===== src/rtl/assert_macros.svh =====
// assertion macros used by mtg_control
// no dependencies
`ifndef ASSERT_MACROS_SVH
`define ASSERT_MACROS_SVH

// implication checked every clock outside reset
`define ASSERT_IMPL(label, clk, rst_n, ante, cons) \
	label: assert property (@(posedge clk) disable iff (!rst_n) (ante) |-> (cons)) \
		else $error("assertion failed");

// implication checked in the clock after the antecedent
`define ASSERT_NEXT(label, clk, rst_n, ante, cons) \
	label: assert property (@(posedge clk) disable iff (!rst_n) (ante) |=> (cons)) \
		else $error("assertion failed");

`endif


===== src/rtl/mtg_pkg.sv =====
// shared types and constants of the mt19937 generator
// no dependencies
package mtg_pkg;
	localparam logic [1:0] OP_NEXT = 2'd0;
	localparam logic [1:0] OP_SEED = 2'd1;
	localparam logic [1:0] OP_SALT = 2'd2;

	localparam int unsigned N_WORDS = 624;
	localparam int unsigned M_OFF = 397;
	localparam logic [31:0] INIT_MULT = 32'd1812433253;
	localparam logic [31:0] MIX1_MULT = 32'd1664525;
	localparam logic [31:0] MIX2_MULT = 32'd1566083941;
	localparam logic [31:0] TWIST_MATRIX = 32'h9908b0df;
	localparam logic [31:0] TEMPER_B = 32'h9d2c5680;
	localparam logic [31:0] TEMPER_C = 32'hefc60000;
	localparam logic [31:0] DEFAULT_SEED = 32'd5489;
	localparam logic [31:0] HIGH_BIT = 32'h80000000;

	// datapath operations
	typedef enum logic [2:0] {
		DOP_NONE  = 3'd0,
		DOP_SEED  = 3'd1,
		DOP_MIX1  = 3'd2,
		DOP_MIX2  = 3'd3,
		DOP_TWIST = 3'd4,
		DOP_W0    = 3'd5,
		DOP_KEY   = 3'd6,
		DOP_READ  = 3'd7
	} dp_op_t;

	typedef struct packed {
		dp_op_t      op;
		logic [9:0]  idx;
		logic [31:0] seed;
		logic [31:0] key_word;
		logic [9:0]  key_idx;
		logic [9:0]  j;
		logic        first;
	} dp_cmd_t;

	typedef struct packed {
		logic [31:0] rd_word;
	} dp_stat_t;

	function automatic logic [31:0] temper(input logic [31:0] x);
		logic [31:0] y;
		y = x ^ (x >> 11);
		y = y ^ ((y << 7) & TEMPER_B);
		y = y ^ ((y << 15) & TEMPER_C);
		y = y ^ (y >> 18);
		return y;
	endfunction

	function automatic logic [31:0] twist(input logic [31:0] a, input logic [31:0] b,
		input logic [31:0] far);
		logic [31:0] y;
		y = (a & HIGH_BIT) | (b & ~HIGH_BIT);
		return far ^ (y >> 1) ^ (y[0] ? TWIST_MATRIX : 32'd0);
	endfunction
endpackage


===== src/rtl/mtg_control.sv =====
// controller state machine of the mt19937 generator
// depends on mtg_pkg and assert_macros.svh
`include "assert_macros.svh"
module mtg_control #(
	parameter int KEY_MAX = 16
) (
	input  logic              clk,
	input  logic              arst_n,
	input  logic              in_valid,
	output logic              in_ready,
	input  logic [1:0]        opcode,
	input  logic [31:0]       value,
	input  logic              last_key,
	output logic              out_valid,
	input  logic              out_ready,
	output logic [31:0]       random_word,
	output mtg_pkg::dp_cmd_t  cmd,
	input  mtg_pkg::dp_stat_t stat
);
	localparam int N = mtg_pkg::N_WORDS;
	localparam int KCW = $clog2(KEY_MAX + 1);

	typedef enum logic [6:0] {
		S_IDLE  = 7'b0000001,
		S_SEED  = 7'b0000010,
		S_MIX1  = 7'b0000100,
		S_MIX2  = 7'b0001000,
		S_MARK  = 7'b0010000,
		S_TWIST = 7'b0100000,
		S_READ  = 7'b1000000
	} state_t;

	localparam logic [1:0] THEN_DONE = 2'd0;
	localparam logic [1:0] THEN_MIX = 2'd1;
	localparam logic [1:0] THEN_TWIST = 2'd2;

	state_t      state_q;
	logic [9:0]  idx_q;       // word index of the current step
	logic [10:0] cnt_q;       // steps left
	logic [9:0]  rd_idx_q;    // read index, 625 means never seeded
	logic [KCW-1:0] key_count_q;
	logic [9:0]  j_q;
	logic        first_q;
	logic [1:0]  then_q;      // what follows a seed pass
	logic [1:0]  wait_q;
	logic [31:0] out_q;
	logic        out_v_q;
	logic [31:0] seed_q;
	logic        accept;
	logic        key_room;
	logic        step_done;
	logic        capture;
	logic [9:0]  mix_idx_nxt;
	logic [9:0]  j_nxt;

	assign accept = in_valid && in_ready;
	assign key_room = key_count_q < KCW'(KEY_MAX);
	assign in_ready = (state_q == S_IDLE) && (!out_v_q || out_ready);
	assign out_valid = out_v_q;
	assign random_word = out_q;
	assign step_done = (wait_q == 2'd2);
	assign capture = (state_q == S_READ) && step_done;
	assign mix_idx_nxt = (idx_q == 10'(N - 1)) ? 10'd1 : idx_q + 10'd1;
	assign j_nxt = (11'(j_q) + 11'd1 >= 11'(key_count_q)) ? '0 : j_q + 10'd1;

	always_comb begin
		cmd = '0;
		cmd.op = mtg_pkg::DOP_NONE;
		cmd.idx = idx_q;
		cmd.j = j_q;
		cmd.first = first_q;
		cmd.seed = seed_q;
		cmd.key_word = value;
		cmd.key_idx = 10'(key_count_q);
		unique case (state_q)
			S_IDLE: begin
				if (accept && opcode == mtg_pkg::OP_SALT && key_room)
					cmd.op = mtg_pkg::DOP_KEY;
			end
			S_SEED: begin
				if (wait_q == 2'd0) begin
					if (idx_q == 10'd0)
						cmd.op = mtg_pkg::DOP_W0;
					else
						cmd.op = mtg_pkg::DOP_SEED;
				end
			end
			S_MIX1: begin
				cmd.key_idx = j_q;
				if (wait_q == 2'd0)
					cmd.op = mtg_pkg::DOP_MIX1;
			end
			S_MIX2: begin
				if (wait_q == 2'd0)
					cmd.op = mtg_pkg::DOP_MIX2;
			end
			S_MARK: begin
				cmd.seed = mtg_pkg::HIGH_BIT;
				cmd.idx = 10'd0;
				if (wait_q == 2'd0)
					cmd.op = mtg_pkg::DOP_W0;
			end
			S_TWIST: begin
				if (wait_q == 2'd0)
					cmd.op = mtg_pkg::DOP_TWIST;
			end
			S_READ: begin
				cmd.idx = rd_idx_q;
				if (wait_q == 2'd0)
					cmd.op = mtg_pkg::DOP_READ;
			end
			default: ;
		endcase
	end

	// each word step goes through read, compute and write; wait_q counts these phases
	always_ff @(posedge clk or negedge arst_n) begin
		if (!arst_n) begin
			state_q     <= S_IDLE;
			idx_q       <= '0;
			cnt_q       <= '0;
			rd_idx_q    <= 10'(N + 1);
			key_count_q <= '0;
			j_q         <= '0;
			first_q     <= 1'b0;
			then_q      <= THEN_DONE;
			wait_q      <= '0;
			seed_q      <= '0;
		end else begin
			unique case (state_q)
				S_IDLE: begin
					if (accept) begin
						unique case (opcode)
							mtg_pkg::OP_NEXT: begin
								if (rd_idx_q == 10'(N + 1)) begin
									seed_q <= mtg_pkg::DEFAULT_SEED;
									then_q <= THEN_TWIST;
									state_q <= S_SEED;
									idx_q <= '0;
									cnt_q <= 11'(N);
								end else if (rd_idx_q == 10'(N)) begin
									state_q <= S_TWIST;
									idx_q <= '0;
									cnt_q <= 11'(N);
								end else begin
									state_q <= S_READ;
								end
							end
							mtg_pkg::OP_SEED: begin
								seed_q <= value;
								then_q <= THEN_DONE;
								state_q <= S_SEED;
								idx_q <= '0;
								cnt_q <= 11'(N);
							end
							mtg_pkg::OP_SALT: begin
								if (key_room)
									key_count_q <= key_count_q + KCW'(1);
								if (last_key) begin
									if (rd_idx_q == 10'(N + 1)) begin
										seed_q <= mtg_pkg::DEFAULT_SEED;
										then_q <= THEN_MIX;
										state_q <= S_SEED;
										idx_q <= '0;
										cnt_q <= 11'(N);
									end else begin
										state_q <= S_MIX1;
										idx_q <= 10'd1;
										j_q <= '0;
										first_q <= 1'b1;
										cnt_q <= 11'(N);
									end
								end
							end
							default: ;
						endcase
					end
				end
				S_SEED: begin
					// word 0 takes the seed directly, then the recurrence
					wait_q <= step_done ? 2'd0 : wait_q + 2'd1;
					if (step_done) begin
						if (cnt_q == 11'd1) begin
							rd_idx_q <= 10'(N);
							if (then_q == THEN_MIX) begin
								state_q <= S_MIX1;
								idx_q <= 10'd1;
								j_q <= '0;
								first_q <= 1'b1;
								cnt_q <= 11'(N);
							end else if (then_q == THEN_TWIST) begin
								state_q <= S_TWIST;
								idx_q <= '0;
								cnt_q <= 11'(N);
							end else begin
								state_q <= S_IDLE;
							end
						end else begin
							idx_q <= idx_q + 10'd1;
							cnt_q <= cnt_q - 11'd1;
						end
					end
				end
				S_MIX1: begin
					wait_q <= step_done ? 2'd0 : wait_q + 2'd1;
					if (step_done) begin
						first_q <= 1'b0;
						idx_q <= mix_idx_nxt;
						j_q <= j_nxt;
						if (cnt_q == 11'd1) begin
							state_q <= S_MIX2;
							cnt_q <= 11'(N - 1);
						end else begin
							cnt_q <= cnt_q - 11'd1;
						end
					end
				end
				S_MIX2: begin
					wait_q <= step_done ? 2'd0 : wait_q + 2'd1;
					if (step_done) begin
						idx_q <= mix_idx_nxt;
						if (cnt_q == 11'd1) begin
							state_q <= S_MARK;
							key_count_q <= '0;
							rd_idx_q <= 10'(N);
						end else begin
							cnt_q <= cnt_q - 11'd1;
						end
					end
				end
				S_MARK: begin
					wait_q <= step_done ? 2'd0 : wait_q + 2'd1;
					if (step_done)
						state_q <= S_IDLE;
				end
				S_TWIST: begin
					wait_q <= step_done ? 2'd0 : wait_q + 2'd1;
					if (step_done) begin
						if (cnt_q == 11'd1) begin
							rd_idx_q <= '0;
							state_q <= S_READ;
						end else begin
							idx_q <= idx_q + 10'd1;
							cnt_q <= cnt_q - 11'd1;
						end
					end
				end
				S_READ: begin
					wait_q <= step_done ? 2'd0 : wait_q + 2'd1;
					if (step_done) begin
						rd_idx_q <= rd_idx_q + 10'd1;
						state_q <= S_IDLE;
					end
				end
				default: state_q <= S_IDLE;
			endcase
		end
	end

	// output register
	always_ff @(posedge clk or negedge arst_n) begin
		if (!arst_n) begin
			out_v_q <= 1'b0;
			out_q   <= '0;
		end else if (capture) begin
			out_v_q <= 1'b1;
			out_q   <= stat.rd_word;
		end else if (out_ready) begin
			out_v_q <= 1'b0;
		end
	end

	`ASSERT_NEXT(a_out_hold, clk, arst_n, out_v_q && !out_ready, out_v_q && $stable(out_q))
	`ASSERT_IMPL(a_ready_idle, clk, arst_n, in_ready, state_q == S_IDLE)
	`ASSERT_IMPL(a_keys_bound, clk, arst_n, 1'b1, key_count_q <= KCW'(KEY_MAX))
endmodule

===== config.mk =====
export PLATFORM = sky130hd
export DESIGN_NAME = mtg_control
export DESIGN_NICKNAME = d
export VERILOG_FILES = /design/src/rtl/mtg_pkg.sv /design/src/rtl/mtg_control.sv
export VERILOG_INCLUDE_DIRS = /design/src /design/src/rtl
export SDC_FILE = /design/constraint.sdc
export NUM_CORES = 1
export LEC_CHECK = 0
export ABC_CLOCK_PERIOD_IN_PS = 7000
export BUFFER_PORTS_ARGS = -buffer_cell sky130_fd_sc_hd__buf_2
export CAP_MARGIN = 25
export CORE_ASPECT_RATIO = 0.6
export CORE_UTILIZATION = 29
export DETAILED_ROUTE_END_ITERATION = 8
export GPL_TIMING_DRIVEN = 0
export SYNTH_ARGS = -nofsm -noshare
export SYNTH_HDL_FRONTEND = slang
export SYNTH_SLANG_ARGS = --single-unit

===== constraint.sdc =====
create_clock -name clk -period 7 [get_ports clk]
set_clock_uncertainty 0.2 [all_clocks]
set_input_delay 2.1 -clock clk [delete_from_list [all_inputs] [get_ports clk]]
set_output_delay 2.1 -clock clk [all_outputs]
set_load 0.01 [all_outputs]

==> metrics.txt, run 1 <==
final wirelength=21200 um; Chip Width=about 200 um; initial cell density of the core=between 20% and 30%; sequential share of the synthesized area=43.2%; Synth cell types=just under 80; syn nets=roughly 860; CTS tree=built; RR Endpoint=idx_q[7]; Pre-antenna DRT Iters=5; Max Freq=0.167 GHz; Post-synth EDFFs=0; I/O Pins=203; GRT Overall Usage=17.3%; Final Wtd Congestion=0.894; Iteration-0 DRC Markers=431; Slew Limit Fails=0; postcts setup bufs=0; Worst-path clk slew=approximately 60 ps; adder-cell share of the synthesized area=3.51%; hold_sp=seed_q[31]; # diodes=0; layout cells sized above 1=between 30% and 40%; Synth Warn #=0; crit start category=input pin; CP Capture Type=output port; IO buf count=about 200; CTS Sinks=approximately 120; ys flop type=dfrtp_1; vias in the first global route=approximately 6000; xor and xnor fraction of the mapped netlist area=less than 1%; Hold Path Stages=2; core area=~0.024 mm^2; worst-path fanout max=9; worst endpoint required time=about 4700 ps; status=completed; synthesized area per cell=just over 9 um^2; Avg WL per Cell=between 15 and 20 um; fin crit share=85.7%; Final #Nets=about 1100; end-of-flow core utilization=a little under two fifths; final setup violation count=0; largest net degree at the start of global routing=just under 90; Overflow after GRT=0; Async SR Flop Fraction=100%; Post-DP HPWL=between 15000 and 20000 um; Synth area leader=dfrtp_1; top cells by area, synth=dfrtp_1 41%, mux2_2 6.3%, nand2_1 5.4%; DRC=0; Vias/cell=just under 5; Leak=~0.0043 uW; Simple-Gate Fraction of Synth Area=between 20% and 30%; Worst Path Arrival=3700 ps; reg2reg start=state_q[4]; CTS Buffer Depth=2; post-cts resize count=0; initial antenna violation count=1; largest family of logic cells by synthesized area=simple AND/OR/NAND/NOR gates; later-pin clock latency in the skew report=around 440 ps; CTS buffer count=17; Slew headroom=between 20% and 30%; Reg2Reg Depth=8; Yosys reg bits=123; power density over cell area=372 mW/mm^2; first-pass GRT wire length=around 33000 um; endpoints failing hold=0; # Max-Cap Violations=0; area delta synth->final=28.9%; CTS Hold Buffers Added=0; Root Buffer Master=clkbuf_16; Tmin final=roughly 6000 ps; Cell Area, Synth=between 0.007 and 0.008 mm^2; R2R Setup Slk=around 3700 ps; Post-Syn Instances=around 770; Hold Path End=seed_q[31]; Slew @ Worst Pin=approximately 1100 ps; vias=6566; Die H=123 um; Filler cells=about 2500; Compound-Gate Fraction of Synth Area=16.9%; H-tree levels=4; maximum vdd drop=230 uV; Setup TNS=0 ps; worst min-delay path class=flip-flop to flip-flop; Routed Antenna Nets=0; top cell type's share of synthesized area=between 40% and 50%; Die Area=0.0253 mm^2; RSZ-0062 raised after global routing=false; crit path kind=input pin to output port; mux cell area share after synthesis=between 6 and 7%; # rows=44
[placed cells by master, fill, tap and decap left out, types with 12 or more instances in the layout]
master,instances
a21oi_1,29
a31oi_1,12
and2_1,45
and3_1,14
buf_2,209
buf_4,33
clkbuf_1,31
clkbuf_16,17
dfrtp_1,117
ha_1,20
inv_1,23
mux2_2,40
nand2_1,103
nand3_1,22
nor2_1,27
o21ai_0,74
[Yosys cell counts (12+ instances only)]
library cell  number
nand3_1           22
nand2_1          103
mux2_2            40
a21oi_1           29
buf_4             33
dfrtp_1          117
inv_1             23
and2_1            45
a31oi_1           12
nor2_1            27
ha_1              20
o21ai_0           74
and3_1            14
clkbuf_1          31
[worst max-delay path, cell delays in order]
cell      delay [ps]
buf_2            120
inv_1             90
ha_1             150
clkbuf_1         370
and4_1           280
clkbuf_1         280
a31oi_1           70
nand2_1          100
buf_2            130
[worst max path at each step]
stage / startpoint / endpoint / slack [ps] / cells past startpoint
global route: opcode[0] / cmd[97] / 850 / 9
detailed placement: opcode[0] / cmd[97] / 1020 / 9
floorplan: opcode[0] / cmd[97] / 1570 / 7
global placement: opcode[0] / cmd[97] / 1040 / 9
finish: opcode[0] / cmd[97] / 1000 / 9
CTS: opcode[0] / cmd[97] / 1010 / 9
[cells by family after synthesis]
group	count (synthesis)
AO/OA/AOI/OAI	187
XOR/XNOR	6
adder cells (fa/ha/maj)	20
buffers and inverters	98
flip-flops	123
multiplexers	41
AND/OR/NAND/NOR	293
[registers in the layout, indices dropped and copies added, names as in the netlist]
name	flops
key_count_q	5
cnt_q	11
out_valid	1
seed_q	32
rd_idx_q	10
wait_q	2
state_q	7
j_q	10
then_q	2
random_word	32
first_q	1
idx_q	10
[metal layers]
layer  vias up  global-route usage, %  part of all wire (%)
met5         -                      0                     0
met3        14                   6.67                   9.9
met4         0                   4.94                  0.87
met2       262                   23.2                    40
met1      3139                   25.3                    50
li1       3151                      -                     -
[power breakdown]
group          leakage, uW  total [uW]  internal, uW  switching (uW)
combinational      0.00247        1380           582             798
clock             0.000303         929           566             363
sequential         0.00155        1110           960             152
[final cells by class]
type | count | area (um^2) | share of cell area, %
clock inverter | 15 | 188 | 2.04
sequential | 123 | 3090 | 33.6
buffer | 75 | 424 | 4.61
clock buffer | 17 | 425 | 4.63
tap | 322 | 403 | 4.38
multi-input combinational | 547 | 3540 | 38.5
inverter | 23 | 86.3 | 0.939
timing repair buffer | 203 | 1040 | 11.4
[stage by stage]
stage | total power, uW | instance area, um^2 | hold slack [ps] | instances | setup slack [ps]
2_1_floorplan | 1980 | 7130 | 241 | 768 | 1570
3_3_place_gp | 2470 | 8550 | 253 | 1292 | 1040
3_5_place_dp | 2490 | 8580 | 262 | 1293 | 1020
4_1_cts | 3450 | 9200 | 275 | 1325 | 1010
5_1_grt | 3660 | 9200 | 288 | 1325 | 846
6_report | 3420 | 9200 | 268 | 1325 | 1000
Power figures use the tool's default switching activity.
==> run 2, diff against run 1 <==
- ABC_AREA: not set -> 1
- BUFFER_PORTS_ARGS: -buffer_cell sky130_fd_sc_hd__buf_2 -> -buffer_cell sky130_fd_sc_hd__buf_4
- PLACE_DENSITY: not set -> 0.51
==> run 2 against run 1 <==
Effect of this change: count of clock-buffer cells in the layout increased by 4; clock power decreased by 2.4%; worst setup slack improved by 280 ps; critical endpoint unchanged; largest cell class unchanged; highest routed layer unchanged.
==> metrics.txt, run 2 <==
dpl ws=1310 ps (+297 ps); Slew @ Worst Pin=667 ps (-458 ps); fin crit share=81.7% (-4.0 points); # diodes=0 (unchanged); most common cell after layout, fill and taps aside=nand2_1; top cells by area, synth=dfrtp_1 37%, nand2_1 14%, nand3_1 6.8%; CTS Sinks=123 (unchanged); H-tree levels=4 (unchanged); most repeated library cell on the critical path=buf_4; Final Wtd Congestion=0.943 (+5.4%); largest net degree at the start of global routing=86 (-2.3%); ys flop type=dfrtp_1; Overflow after GRT=0 (unchanged); Worst-path clk slew=60 ps (about the same); endpoints failing hold=0 (unchanged); CTS Buffer Depth=2 (unchanged); vias in the first global route=7096 (+18%); later-pin clock latency in the skew report=430 ps (about the same); CTS tree=built; adder-cell share of the synthesized area=3.16% (-0.34 points); postcts setup bufs=0 (unchanged); Synth Warn #=0 (unchanged); Pre-antenna DRT Iters=6 (+1); Post-DP HPWL=19100 um (+21%); worst-path fanout max=5 (-4); placed cell count=1653 (+28%); Slew headroom=55.5% (+32 points); status=completed; layout cells sized above 1=28.3% (-6.2 points); Avg WL per Cell=14.9 um (-6.9%); Post-synth EDFFs=0 (unchanged); Post-synth top cells=298 x nand2_1, 133 x nor2_1, 117 x dfrtp_1, 117 x inv_1, 108 x nand3_1; xor and xnor fraction of the mapped netlist area=1.22% (+0.48 points); GRT Overall Usage=18.2% (+0.82 points); crit path kind=input pin to output port; largest family of logic cells by synthesized area=simple AND/OR/NAND/NOR gates; crit start category=input pin; final wirelength=25100 um (+18%); IO buf count=202 (unchanged); Slew Limit Fails=0 (unchanged); Async SR Flop Fraction=100% (unchanged); DRC=0 (unchanged); mux cell area share after synthesis=4.56% (-2.0 points); synthesized area per cell=7.25 um^2 (-22%); Post-Syn Instances=1090 (+42%); final setup violation count=0 (unchanged); PnR worst setup slack=1280 ps (+277 ps); maximum vdd drop=204 uV (-11%); initial cell density of the core=29.7% (+0.22 points); CTS buffer count=17 (unchanged); Cell Area, Synth=0.00791 mm^2 (+11%); power density over cell area=391 mW/mm^2 (+5.1%); non-filler instance count after layout=1684 (+27%); Leak=0.00533 uW (+23%); RSZ-0062 raised after global routing=false; Setup TNS=0 ps (unchanged); Simple-Gate Fraction of Synth Area=33.3% (+11 points); Worst Path Arrival=3420 ps (-280 ps); Root Buffer Master=clkbuf_16; Iteration-0 DRC Markers=630 (+46%); post-cts resize count=0 (unchanged); Routed Antenna Nets=0 (unchanged); Hold Slack=277 ps (+9.03 ps); first-pass GRT wire length=39500 um (+18%); Max Freq=0.175 GHz (+4.8%); top cell type's share of synthesized area=37.0% (-4.0 points); CP Capture Type=output port; CP cell instances=buf_4 -> inv_1 -> ha_1 -> nand2_1 -> or3_1 -> nand3_1 -> buf_4; # rows=46 (+4.5%); Compound-Gate Fraction of Synth Area=7.47% (-9.4 points); Final #Nets=1403 (+30%); Die H=130 um (+5.2%); CP max stage cell=or3_1; Chip Width=215 um (+5.2%); CTS Hold Buffers Added=0 (unchanged); Synth area leader=dfrtp_1; initial antenna violation count=0 (-1); I/O Pins=203 (unchanged); worst min-delay path class=flip-flop to flip-flop; # Max-Cap Violations=0 (unchanged); Die Area=0.0280 mm^2 (+11%); Synth cell types=39 (-51%); top-count cell post-synth=nand2_1; worst endpoint required time=4700 ps (about the same); vias=7825 (+19%); Tmin final=5720 ps (-277 ps); area delta synth->final=32.8%; core area=0.0266 mm^2 (+10%); commonest cells after routing, fill and taps aside=298 x nand2_1, 235 x buf_4, 133 x nor2_1, 117 x inv_1, 117 x dfrtp_1; max incr delay on CP=460 ps (+90 ps); syn nets=1181 (+37%); Yosys reg bits=123 (unchanged); Vias/cell=4.65 (-6.2%); sequential share of the synthesized area=39.0% (-4.2 points)
## run 2: cell types whose count changed after synthesis, sizes merged, moves of 11 or more
cell    delta
nand4     +14
a31oi     -12
nand3     +89
and3      -14
clkbuf    -19
nor2b     -11
and2      -45
inv      +104
a21oi     -23
nand2    +204
nor2     +122
## run 2: logic make-up after synthesis
logic type | Yosys count
AND/OR/NAND/NOR | 603
buffers and inverters | 194
flip-flops | 123
AO/OA/AOI/OAI | 107
multiplexers | 32
adder cells (fa/ha/maj) | 20
XOR/XNOR | 11
## run 2: through the flow
step           total power (uW)  utilization, %  instance area (um^2)
6_report                   4100            39.5                 10500
5_1_grt                    4450            39.5                 10500
4_1_cts                    4150            39.5                 10500
3_5_place_dp               3210            37.3                  9910
3_3_place_gp               3190            37.1                  9870
2_1_floorplan              2400               -                  7910
## run 2: critical path: cells and delay by family
family | cells | cell delay [ps]
fa+ha+maj | 1 | 250
buf+inv | 3 | 320
simple gates | 3 | 730
## run 2: metal layers
metal / global-route usage (%) / vias up / part of all wire, %
met3: 4.55 / 15 / 7.3
met4: 4.80 / 0 / 0.75
met1: 28.1 / 3664 / 53
li1: - / 3898 / -
met2: 24.4 / 248 / 39
met5: 0 / - / 0
## run 2: final timing paths
path	to	slack, ps	start	depth (start not counted)
min	rd_idx_q[9]	280	rd_idx_q[9]	2
min in group asynchronous	rd_idx_q[2]	1390	arst_n	1
max reg2reg	j_q[0]	4520	j_q[0]	12
max in group asynchronous	cnt_q[2]	4390	arst_n	2
max	cmd[97]	1280	opcode[0]	7
min reg2reg	rd_idx_q[9]	280	rd_idx_q[9]	2
## run 2: area by class of cell
type / instances / area [um^2]
fillers: 2851 / 16100
multi-input cells: 773 / 3930
flip-flops and latches: 123 / 3090
repair buffers: 203 / 1550
inverters: 128 / 480
clock buffers: 21 / 450
well taps: 360 / 450
plain buffers: 66 / 410
clock inverters: 10 / 143
## run 2: where the power goes
| part | switching (uW) | internal [uW] |
|---|---|---|
| combinational | 1200 | 813 |
| sequential | 192 | 993 |
| clock | 340 | 568 |
| total | 1730 | 2370 |
==> run 3, diff against run 2 <==
- ABC_CLOCK_PERIOD_IN_PS: 7000 -> 5200
- PLACE_DENSITY: 0.51 -> 0.53
- clock period: 7 -> 5.2 ns (I/O delays scaled with it)
==> run 3 against run 2 <==
Effect of this change: total power grew 33%; combinational power increased by 34%; sequential power increased by 36%; worst setup slack got worse by 700 ps; global-route usage is 0.13 points lower; count of clock-buffer cells in the layout is 2 higher; critical path depth unchanged; critical path type unchanged.
==> metrics.txt, run 3 (synthesized netlist as in run 2, its figures left out) <==
status=completed; vias=7840 (+0.19%); non-filler instance count after layout=1683 (-0.059%); final setup violation count=0 (unchanged); Setup TNS=0 ps (unchanged); CTS Sinks=123 (unchanged); CTS Buffer Depth=2 (unchanged); power density over cell area=522 mW/mm^2 (+33%); Worst-path clk slew=60 ps (about the same); maximum vdd drop=284 uV (+40%); Final #Nets=1403 (unchanged); CTS Hold Buffers Added=0 (unchanged); CP max stage cell=or3_1; commonest cells after routing, fill and taps aside=298 x nand2_1, 235 x buf_4, 133 x nor2_1, 117 x inv_1, 117 x dfrtp_1; Avg WL per Cell=14.9 um (about the same); layout cells sized above 1=28.2% (-0.13 points); # rows=46 (unchanged); DRC=0 (unchanged); crit start category=input pin; H-tree levels=4 (unchanged); worst min-delay path class=flip-flop to flip-flop; Tmin final=roughly 4600 ps; Slew Limit Fails=0 (unchanged); Die Area=0.0280 mm^2 (unchanged); Iteration-0 DRC Markers=653 (+3.7%); final wirelength=25100 um (about the same); Post-DP HPWL=19200 um (+0.55%); RSZ-0062 raised after global routing=false; Vias/cell=4.66 (+0.25%); placed cell count=1653 (unchanged); CP Capture Type=output port; area delta synth->final=32.4%; GRT Overall Usage=18.0% (-0.13 points); first-pass GRT wire length=39300 um (-0.52%); Overflow after GRT=0 (unchanged); end-of-flow core utilization=39.4% (-0.12 points); I/O Pins=203 (unchanged); max incr delay on CP=460 ps (about the same); # Max-Cap Violations=0 (unchanged); Placed Area=0.00991 mm^2 (unchanged); Routed Antenna Nets=0 (unchanged); Hold Slack=276 ps (-1.44 ps); postcts setup bufs=0 (unchanged); vias in the first global route=7097 (+0.014%); Root Buffer Master=clkbuf_16; CTS tree=built; footprint of the multi-input gates=0.00393 mm^2 (unchanged); Max Freq=roughly 0.22 GHz; fin area=0.0105 mm^2 (-0.31%); most common cell after layout, fill and taps aside=nand2_1; fin crit share=about nine tenths; worst-path fanout max=5 (unchanged); largest net degree at the start of global routing=92 (+7.0%); Pre-antenna DRT Iters=5 (-1); Chip Width=215 um (unchanged); CTS buffer count=17 (unchanged); initial antenna violation count=0 (unchanged); Final Wtd Congestion=0.946 (+0.32%); Slew @ Worst Pin=678 ps (+10.8 ps); # diodes=0 (unchanged); later-pin clock latency in the skew report=430 ps (about the same); Slew headroom=54.8% (-0.72 points); Leak=0.00532 uW (-0.20%); worst endpoint required time=3440 ps (-1260 ps); Die H=130 um (unchanged); most repeated library cell on the critical path=buf_4; IO buf count=202 (unchanged); Worst Path Arrival=2860 ps (-560 ps); CP cell instances=buf_4 -> inv_1 -> ha_1 -> nand2_1 -> or3_1 -> nand3_1 -> buf_4; post-cts resize count=0 (unchanged); core area=0.0266 mm^2 (unchanged); Filler cells=2816 (-1.2%); FF/Latch Area=0.00309 mm^2 (unchanged); endpoints failing hold=0 (unchanged); initial cell density of the core=29.7% (unchanged); crit path kind=input pin to output port
[run 3: cell types whose count changed in the layout (fill, tap and decap cells not counted)]
cell,before,now
bufinv_16,3,2
clkbuf_1,16,17
clkbuf_8,1,2
clkinv_2,1,2
clkinv_4,1,0
clkinvlp_4,4,3
inv_6,1,0
[run 3: per-stage QoR]
stage                     total power (uW)  worst slack (ps)
after floorplan                       3220              1100
after global placement                4280               590
after detailed placement              4310               596
after CTS                             5510               588
after global routing                  5910               519
final                                 5460               582
[run 3: report_power, final]
group / switching [uW] / internal [uW] / total [uW]
Sequential: 261 / 1340 / 1600
Combinational: 1610 / 1090 / 2700
Clock: 438 / 722 / 1160
[run 3: layout make-up]
class	instances	area share (%)
Inverter	128	4.59
Buffer	66	3.92
Clock buffer	23	4.47
Clock inverter	7	0.885
Sequential cell	123	29.5
Multi-Input combinational cell	773	37.6
Timing Repair Buffer	203	14.8
Tap cell	360	4.30
[run 3: worst paths after layout]
kind	startpoint	end	slack, ps	cells past startpoint
worst min-delay path	rd_idx_q[9]	rd_idx_q[9]	280	2
worst max-delay path	opcode[0]	cmd[97]	580	7
min in group asynchronous	arst_n	rd_idx_q[2]	820	1
worst max register to register	j_q[0]	j_q[0]	2680	12
worst min register to register	rd_idx_q[9]	rd_idx_q[9]	280	2
max in group asynchronous	arst_n	state_q[0]	3180	2
[run 3: routing by layer]
metal | global-route usage (%) | up-vias | share of wire, % | routed length [um]
li1 | - | 3894 | - | -
met3 | 4.59 | 13 | 7.4 | 1870
met1 | 27.9 | 3670 | 53 | 13200
met2 | 24.2 | 263 | 39 | 9830
met5 | 0 | - | 0 | 0
met4 | 4.55 | 0 | 0.82 | 207
[run 3: critical path, delay by kind of cell]
kind | cells | cell delay (ps)
adder cells (fa/ha/maj) | 1 | 240
buffers and inverters | 3 | 330
AND/OR/NAND/NOR | 3 | 730
